[config.mk]
export PLATFORM = sky130hd
export DESIGN_NAME = at_command_line_framer
export DESIGN_NICKNAME = d
export VERILOG_FILES = /design/src/hdl/atf_pkg.sv /design/src/hdl/atf_line_ram.sv /design/src/hdl/atf_ctrl.sv /design/src/hdl/at_command_line_framer.sv
export SDC_FILE = /design/constraint.sdc
export NUM_CORES = 1
export LEC_CHECK = 0
export ABC_AREA = 1
export BUFFER_PORTS_ARGS = -buffer_cell sky130_fd_sc_hd__buf_2
export CORE_MARGIN = 1.5
export CORE_UTILIZATION = 32
export CTS_CLUSTER_DIAMETER = 40
export DETAILED_ROUTE_END_ITERATION = 8
export GPL_TIMING_DRIVEN = 1
export PLACE_DENSITY = 0.54
export SLEW_MARGIN = 30
export SYNTH_ARGS = -nofsm -noshare
export SYNTH_HDL_FRONTEND = slang
export SYNTH_SLANG_ARGS = --single-unit
[constraint.sdc]
create_clock -name clk -period 3.7 [get_ports clk]
set_clock_uncertainty 0.2 [all_clocks]
set_input_delay 0.555 -clock clk [delete_from_list [all_inputs] [get_ports clk]]
set_output_delay 0.555 -clock clk [all_outputs]
set_load 0.03 [all_outputs]
[src/hdl/atf_pkg.sv]
package atf_pkg;

  // Character codes recognised by the line parser.
  localparam logic [7:0] CH_A  = 8'h41;
  localparam logic [7:0] CH_T  = 8'h54;
  localparam logic [7:0] CH_CR = 8'h0D;
  localparam logic [7:0] CH_LF = 8'h0A;

  // Parser phase within an AT line.
  typedef enum logic [3:0] {
    PH_IDLE = 4'b0001,
    PH_AT   = 4'b0010,
    PH_CMD  = 4'b0100,
    PH_CR   = 4'b1000
  } phase_t;

  // Controller sequencing: receive, read out a line, send the summary.
  typedef enum logic [3:0] {
    ST_RX   = 4'b0001,
    ST_READ = 4'b0010,
    ST_LOAD = 4'b0100,
    ST_SUM  = 4'b1000
  } ctrl_state_t;

  // One result word as it travels from the controller to the output register.
  typedef struct packed {
    logic       is_summary;
    logic [7:0] cmd_byte;
    logic [2:0] cmd_slot;
    logic       last_of_command;
    logic       buffer_valid;
    logic [3:0] command_count;
    logic       commands_dropped;
  } item_t;

endpackage

[src/hdl/atf_line_ram.sv]
module atf_line_ram #(
  parameter int DEPTH = 32,
  parameter int AW    = 5
) (
  input  logic          clk,
  input  logic          we,
  input  logic [AW-1:0] waddr,
  input  logic [7:0]    wdata,
  input  logic [AW-1:0] raddr,
  output logic [7:0]    rdata
);

  logic [7:0] mem [DEPTH];

  // Single write port and registered read port.
  always_ff @(posedge clk) begin
    if (we) begin
      mem[waddr] <= wdata;
    end
    rdata <= mem[raddr];
  end

endmodule

[src/hdl/atf_ctrl.sv]
module atf_ctrl #(
  parameter int MAX_CMD_LEN  = 32,
  parameter int MAX_COMMANDS = 8,
  parameter int AW           = 5
) (
  input  logic                clk,
  input  logic                rst,
  input  logic                in_valid,
  output logic                in_ready,
  input  logic [7:0]          rx_byte,
  input  logic                last_in_buffer,
  input  logic                out_free,
  output logic                item_load,
  output atf_pkg::item_t      item,
  output logic                ram_we,
  output logic [AW-1:0]       ram_waddr,
  output logic [7:0]          ram_wdata,
  output logic [AW-1:0]       ram_raddr,
  input  logic [7:0]          ram_rdata
);

  localparam int FW = $clog2(MAX_CMD_LEN + 1);
  localparam int CW = $clog2(MAX_COMMANDS + 1);
  localparam logic [FW-1:0] LEN_LIMIT = FW'(MAX_CMD_LEN);
  localparam logic [CW-1:0] CMD_LIMIT = CW'(MAX_COMMANDS);

  atf_pkg::ctrl_state_t state, state_next;
  atf_pkg::phase_t      phase, phase_next, phase_eff;
  logic [FW-1:0]        fill, fill_next, fill_eff;
  logic [CW-1:0]        framed, framed_next;
  logic                 any_valid, any_valid_next;
  logic                 drop_flag, drop_flag_next;
  logic [AW-1:0]        rd_idx, rd_idx_next;
  logic [AW-1:0]        rd_last, rd_last_next;
  logic [2:0]           slot, slot_next;
  logic                 pending_sum, pending_sum_next;
  logic                 start_rd;
  logic                 fill_full;

  // Low three bits of a slot number.
  function automatic logic [2:0] slot_bits(input logic [CW-1:0] cnt);
    logic [31:0] wide;
    wide = 32'(cnt);
    return wide[2:0];
  endfunction

  // Builds the end-of-buffer summary word.
  function automatic atf_pkg::item_t summary_item(input logic any, input logic [CW-1:0] cnt,
                                                  input logic dropped);
    atf_pkg::item_t it;
    logic [31:0]    wide;
    wide = 32'(cnt);
    it = '0;
    it.is_summary       = 1'b1;
    it.buffer_valid     = any;
    it.command_count    = wide[3:0];
    it.commands_dropped = dropped;
    return it;
  endfunction

  assign in_ready  = (state == atf_pkg::ST_RX) && out_free;
  assign ram_raddr = rd_idx;
  assign ram_wdata = rx_byte;

  // A byte other than LF after CR abandons the line and is taken as in idle.
  always_comb begin
    if (phase == atf_pkg::PH_CR && rx_byte != atf_pkg::CH_LF) begin
      phase_eff = atf_pkg::PH_IDLE;
      fill_eff  = '0;
    end else begin
      phase_eff = phase;
      fill_eff  = fill;
    end
  end

  assign fill_full = (fill_eff >= LEN_LIMIT);
  assign ram_waddr = fill_eff[AW-1:0];

  // Parser, line read-out and summary sequencing.
  always_comb begin
    state_next       = state;
    phase_next       = phase;
    fill_next        = fill;
    framed_next      = framed;
    any_valid_next   = any_valid;
    drop_flag_next   = drop_flag;
    rd_idx_next      = rd_idx;
    rd_last_next     = rd_last;
    slot_next        = slot;
    pending_sum_next = pending_sum;
    start_rd         = 1'b0;
    ram_we           = 1'b0;
    item_load        = 1'b0;
    item             = '0;

    unique case (state)
      atf_pkg::ST_RX: begin
        if (in_valid && in_ready) begin
          phase_next = phase_eff;
          fill_next  = fill_eff;
          unique case (phase_eff)
            atf_pkg::PH_IDLE: begin
              if (rx_byte == atf_pkg::CH_A) begin
                ram_we     = 1'b1;
                fill_next  = FW'(1);
                phase_next = atf_pkg::PH_AT;
              end
            end
            atf_pkg::PH_AT: begin
              if (rx_byte == atf_pkg::CH_T) begin
                ram_we     = 1'b1;
                fill_next  = fill_eff + FW'(1);
                phase_next = atf_pkg::PH_CMD;
              end else if (rx_byte != atf_pkg::CH_A) begin
                fill_next  = '0;
                phase_next = atf_pkg::PH_IDLE;
              end
            end
            atf_pkg::PH_CMD: begin
              if (fill_full) begin
                drop_flag_next = 1'b1;
                fill_next      = '0;
                phase_next     = atf_pkg::PH_IDLE;
              end else begin
                ram_we    = 1'b1;
                fill_next = fill_eff + FW'(1);
                if (rx_byte == atf_pkg::CH_CR) begin
                  phase_next = atf_pkg::PH_CR;
                end
              end
            end
            atf_pkg::PH_CR: begin
              // Here the byte is LF: store it unless the line is full, and hand the line out if a slot is free.
              fill_next  = '0;
              phase_next = atf_pkg::PH_IDLE;
              if (fill_full) begin
                drop_flag_next = 1'b1;
              end else begin
                ram_we = 1'b1;
                if (framed >= CMD_LIMIT) begin
                  drop_flag_next = 1'b1;
                end else begin
                  start_rd       = 1'b1;
                  framed_next    = framed + CW'(1);
                  any_valid_next = 1'b1;
                end
              end
            end
            default: begin
              phase_next = atf_pkg::PH_IDLE;
            end
          endcase

          if (start_rd) begin
            state_next       = atf_pkg::ST_READ;
            rd_idx_next      = '0;
            rd_last_next     = fill_eff[AW-1:0];
            slot_next        = slot_bits(framed);
            pending_sum_next = last_in_buffer;
          end else if (last_in_buffer) begin
            item_load      = 1'b1;
            item           = summary_item(any_valid_next, framed_next, drop_flag_next);
            phase_next     = atf_pkg::PH_IDLE;
            fill_next      = '0;
            framed_next    = '0;
            any_valid_next = 1'b0;
            drop_flag_next = 1'b0;
          end
        end
      end
      atf_pkg::ST_READ: begin
        state_next = atf_pkg::ST_LOAD;
      end
      atf_pkg::ST_LOAD: begin
        if (out_free) begin
          item_load            = 1'b1;
          item.cmd_byte        = ram_rdata;
          item.cmd_slot        = slot;
          item.last_of_command = (rd_idx == rd_last);
          if (rd_idx == rd_last) begin
            state_next = pending_sum ? atf_pkg::ST_SUM : atf_pkg::ST_RX;
          end else begin
            rd_idx_next = rd_idx + AW'(1);
            state_next  = atf_pkg::ST_READ;
          end
        end
      end
      atf_pkg::ST_SUM: begin
        if (out_free) begin
          item_load        = 1'b1;
          item             = summary_item(any_valid, framed, drop_flag);
          framed_next      = '0;
          any_valid_next   = 1'b0;
          drop_flag_next   = 1'b0;
          pending_sum_next = 1'b0;
          state_next       = atf_pkg::ST_RX;
        end
      end
      default: begin
        state_next = atf_pkg::ST_RX;
      end
    endcase
  end

  // Control registers.
  always_ff @(posedge clk) begin
    if (rst) begin
      state       <= atf_pkg::ST_RX;
      phase       <= atf_pkg::PH_IDLE;
      fill        <= '0;
      framed      <= '0;
      any_valid   <= 1'b0;
      drop_flag   <= 1'b0;
      pending_sum <= 1'b0;
      rd_idx      <= '0;
    end else begin
      state       <= state_next;
      phase       <= phase_next;
      fill        <= fill_next;
      framed      <= framed_next;
      any_valid   <= any_valid_next;
      drop_flag   <= drop_flag_next;
      pending_sum <= pending_sum_next;
      rd_idx      <= rd_idx_next;
    end
  end

  // Read-out bookkeeping needs no reset.
  always_ff @(posedge clk) begin
    rd_last <= rd_last_next;
    slot    <= slot_next;
  end

endmodule

[src/hdl/at_command_line_framer.sv]
// Channel  Direction  Handshake             Word
// input    in         in_valid / in_ready   rx_byte, last_in_buffer
// output   out        out_valid / out_ready is_summary, cmd_byte, cmd_slot, last_of_command,
//                                           buffer_valid, command_count, commands_dropped
//
// A byte that completes no command does not pause the input; input flows one word per cycle
// while the output register is free. A completed line is read back from the line store
// byte by byte (memory read, then output load), so input pauses meanwhile and for a summary that follows it.
// The output register frees the input whenever its word is taken in the same cycle.
// Synchronous reset returns the parser to idle and empties the output register; the line
// store needs no clearing.
module at_command_line_framer #(
  parameter int MAX_CMD_LEN  = 32,
  parameter int MAX_COMMANDS = 8
) (
  input  logic       clk,
  input  logic       rst,
  input  logic       in_valid,
  output logic       in_ready,
  input  logic [7:0] rx_byte,
  input  logic       last_in_buffer,
  output logic       out_valid,
  input  logic       out_ready,
  output logic       is_summary,
  output logic [7:0] cmd_byte,
  output logic [2:0] cmd_slot,
  output logic       last_of_command,
  output logic       buffer_valid,
  output logic [3:0] command_count,
  output logic       commands_dropped
);

  localparam int AW = $clog2(MAX_CMD_LEN);

  logic           out_free;
  logic           item_load;
  atf_pkg::item_t item;
  atf_pkg::item_t out_word;
  logic           ram_we;
  logic [AW-1:0]  ram_waddr;
  logic [7:0]     ram_wdata;
  logic [AW-1:0]  ram_raddr;
  logic [7:0]     ram_rdata;

  assign out_free = !out_valid || out_ready;

  atf_ctrl #(
    .MAX_CMD_LEN  (MAX_CMD_LEN),
    .MAX_COMMANDS (MAX_COMMANDS),
    .AW           (AW)
  ) u_ctrl (
    .clk            (clk),
    .rst            (rst),
    .in_valid       (in_valid),
    .in_ready       (in_ready),
    .rx_byte        (rx_byte),
    .last_in_buffer (last_in_buffer),
    .out_free       (out_free),
    .item_load      (item_load),
    .item           (item),
    .ram_we         (ram_we),
    .ram_waddr      (ram_waddr),
    .ram_wdata      (ram_wdata),
    .ram_raddr      (ram_raddr),
    .ram_rdata      (ram_rdata)
  );

  atf_line_ram #(
    .DEPTH (MAX_CMD_LEN),
    .AW    (AW)
  ) u_line_ram (
    .clk   (clk),
    .we    (ram_we),
    .waddr (ram_waddr),
    .wdata (ram_wdata),
    .raddr (ram_raddr),
    .rdata (ram_rdata)
  );

  // Output register valid flag.
  always_ff @(posedge clk) begin
    if (rst) begin
      out_valid <= 1'b0;
    end else if (item_load) begin
      out_valid <= 1'b1;
    end else if (out_ready) begin
      out_valid <= 1'b0;
    end
  end

  // Output register payload.
  always_ff @(posedge clk) begin
    if (item_load) begin
      out_word <= item;
    end
  end

  assign is_summary       = out_word.is_summary;
  assign cmd_byte         = out_word.cmd_byte;
  assign cmd_slot         = out_word.cmd_slot;
  assign last_of_command  = out_word.last_of_command;
  assign buffer_valid     = out_word.buffer_valid;
  assign command_count    = out_word.command_count;
  assign commands_dropped = out_word.commands_dropped;

endmodule

==> metrics.md <==
| Metric | Value |
|---|---|
| GR met1 Demand/Resource | `0.202` |
| Post-synth EDFFs | `283` |
| Die height | `206 um` |
| TritonRoute pass-1 iters | `5` |
| Max Slew Vio Count | `0` |
| All-Layer GR Usage | `0.159` |
| Worst vdd ir | `0.277 mV` |
| Fmax | `352 MHz` |
| Clk slew on worst S/H paths | `0.06 ns` |
| Top FF cell, synth | `edfxtp_1` |
| Largest net degree at the start of global routing | `85` |
| Max_slew headroom | `0.377` |
| Rows | `74` |
| Die Wd | `206 um` |
| Mapped Nets | `1159` |
| RSZ-0062 raised after global routing | `false` |
| Cells after Synth | `1139` |
| Max FO, Critical Path | `9` |
| Maxcap violations | `0` |
| Tmin final | `2.84 ns` |
| GRT met2 Usage | `0.278` |
| Detail Route Antenna Nets | `0` |
| CTS resizes | `0` |
| Setup_tns | `0 ns` |
| Nets | `1228` |
| Post-CTS setup buffers | `0` |
| Area of the multi-input gates | `0.00349 mm2` |
| Number of global-route vias before repair | `8589` |
| TritonCTS Buffers | `38` |
| Met3 usage | `0.0233` |
| Root buf cell | `clkbuf_16` |
| H-tree depth | `2` |
| Vias per cell | `5.00` |
| Initial DRC count | `686` |
| Clock Sink Count | `318` |
| Worst Hold Class | `input pin to register` |
| Diode count | `0` |
| Maximum clock path buffer count | `3` |
| Critical path arrival | `2.80 ns` |
| CP startpoint kind | `register` |
| DIE AREA | `0.0426 mm2` |
| Register area | `0.00920 mm2` |
| Worst Max-Slew Pin Slew | `0.929 ns` |
| CP endpoint kind | `register` |
| Core Area | `0.0408 mm2` |
| Final hold viol count | `0` |
| Hold_ws | `0.151 ns` |
| Leakage | `5.35 nW` |
| Min-delay src | `rx_byte[0]` |
| Synth warn | `0` |
| First-pass GRT wire length | `51.0 mm` |
| RR Startpoint | `u_ctrl.phase[1]` |
| Seq/Total Area, Yosys | `0.695` |
| Post-CTS Hold Buffers | `0` |
| #FFs+latches synth | `318` |
| Routed WL | `33.2 mm` |
| Total gr overflow | `0` |
| Avg Cell Area, Syn | `11.6 um2` |
| Leading cell type in the layout, fill and taps excluded | `edfxtp_1` |
| Fillers | `3911` |
| Final Util | `0.379` |
| Via count | `8841` |
| Ys async rst share | `0` |
| Commonest non-fill, non-tap cells in the layout | `edfxtp_1, nor2_1, o21ai_0` |
| Final setup fails | `0` |
| Distinct cells, synth | `39` |
| Area delta synth->final | `16.8%` |
| Antenna violations before repair | `0` |
| DR DRC count | `0` |
| IO buf count | `33` |
| Post-detail-place hpwl | `21.2 mm` |
| TritonCTS clock tree | `done` |
| Status | `completed` |
| Power Total | `7.71 mW` |
| Syn Std Cell Area | `0.0132 mm2` |
| Setup CP Type | `register to register` |
| WP data required | `3.66 ns` |
| Initial core utilization | `0.324` |
| Busiest layer in global routing | `met2` |
| Power Dens Cells | `499 mW/mm2` |
| CP startpoint | `u_ctrl.phase[1]` |
| IO Pins | `34` |
| Final cycle utilization of the critical path | `0.767` |
| RePlAce Congestion | `0.867` |
| Share of layout cells above drive strength 1 | `0.147` |
| Clock latency at the later pin of the worst-skew pair | `0.53 ns` |
| Post-DR wirelength/cell | `18.8 um` |
==> critical path, stage by stage (launching register included) <==
cell,delay [ns]
dfxtp_1,0.41
inv_2,0.08
nand3_1,0.10
nor2_2,0.05
nand2_4,0.12
inv_1,0.11
nor2_1,0.29
ha_1,0.34
nand4_4,0.22
nor2_1,0.55
==> synthesized netlist by cell type (6+ instances only) <==
library cell / instances / area share
edfxtp_1: 283 / 0.64
nor2_1: 210 / 0.060
o21ai_0: 137 / 0.052
nand2_1: 110 / 0.031
inv_1: 65 / 0.018
nand3_1: 43 / 0.016
clkbuf_1: 39 / 0.011
o22ai_1: 39 / 0.018
dfxtp_1: 35 / 0.053
a21oi_1: 26 / 0.0098
o221ai_1: 25 / 0.017
nand4_1: 20 / 0.0095
o21ai_1: 13 / 0.0049
buf_2: 12 / 0.0045
inv_2: 9 / 0.0026
o211ai_1: 9 / 0.0051
ha_1: 7 / 0.0066
nand2_2: 7 / 0.0033
xor2_1: 6 / 0.0040
==> path summary, 6_finish.rpt <==
check / end / slack, ns / depth (start not counted)
min reg2reg: u_ctrl.any_valid / 0.28 / 2
max: u_line_ram.mem[27][5] / 0.86 / 9
max reg2reg: u_line_ram.mem[27][5] / 0.86 / 9
min: u_line_ram.mem[13][0] / 0.15 / 1
==> routing by layer <==
layer / routed length [um] / up-vias
met5: 0 / -
met4: 852 / 0
met3: 1520 / 48
met2: 16600 / 203
met1: 14300 / 4352
li1: - / 4238
==> registers in the layout, summed over array words and instances, names as in the netlist, 5 cells and up <==
| name | cells |
|---|---|
| cmd_byte | 8 |
| u_ctrl.fill | 6 |
| u_ctrl.ram_raddr | 5 |
| u_ctrl.rd_last | 5 |
| u_line_ram.mem | 256 |
| u_line_ram.rdata | 8 |
==> power breakdown <==
part	leakage (nW)	total [mW]	internal (mW)	switching, mW
registers	2.84	3.91	3.91	0.00243
clock network	0.599	3.65	2.16	1.49
logic	1.92	0.151	0.0268	0.125
total	5.35	7.71	6.09	1.62
==> cell families (layout without fill, tap and decap cells) <==
family / after synthesis / after routing / synth area share
adders and majority gates: 7 / 7 / 0.00662
DFF: 318 / 318 / 0.695
buffers and inverters: 133 / 231 / 0.0409
AOI/OAI and AO/OA: 259 / 259 / 0.113
and+or+nand+nor: 413 / 413 / 0.138
xor gates and xnor gates: 9 / 9 / 0.00596
==> metrics by stage <==
stage	instances	setup slack, ns	cell area [um2]
floorplan	1139	1.01	13200
global placement	1700	0.432	14200
detailed placement	1700	0.374	14200
CTS	1769	0.861	15500
global route	1769	0.633	15500
finish	1769	0.861	15500
==> area by class of cell <==
type                            count  area share
Multi-Input combinational cell    688       0.226
Clock buffer                       45      0.0639
Tap cell                          532      0.0431
Sequential cell                   318       0.595
Timing Repair Buffer               85      0.0367
Inverter                           77      0.0188
Clock inverter                     24      0.0163
Note: power is estimated with default switching activity, not from simulation.
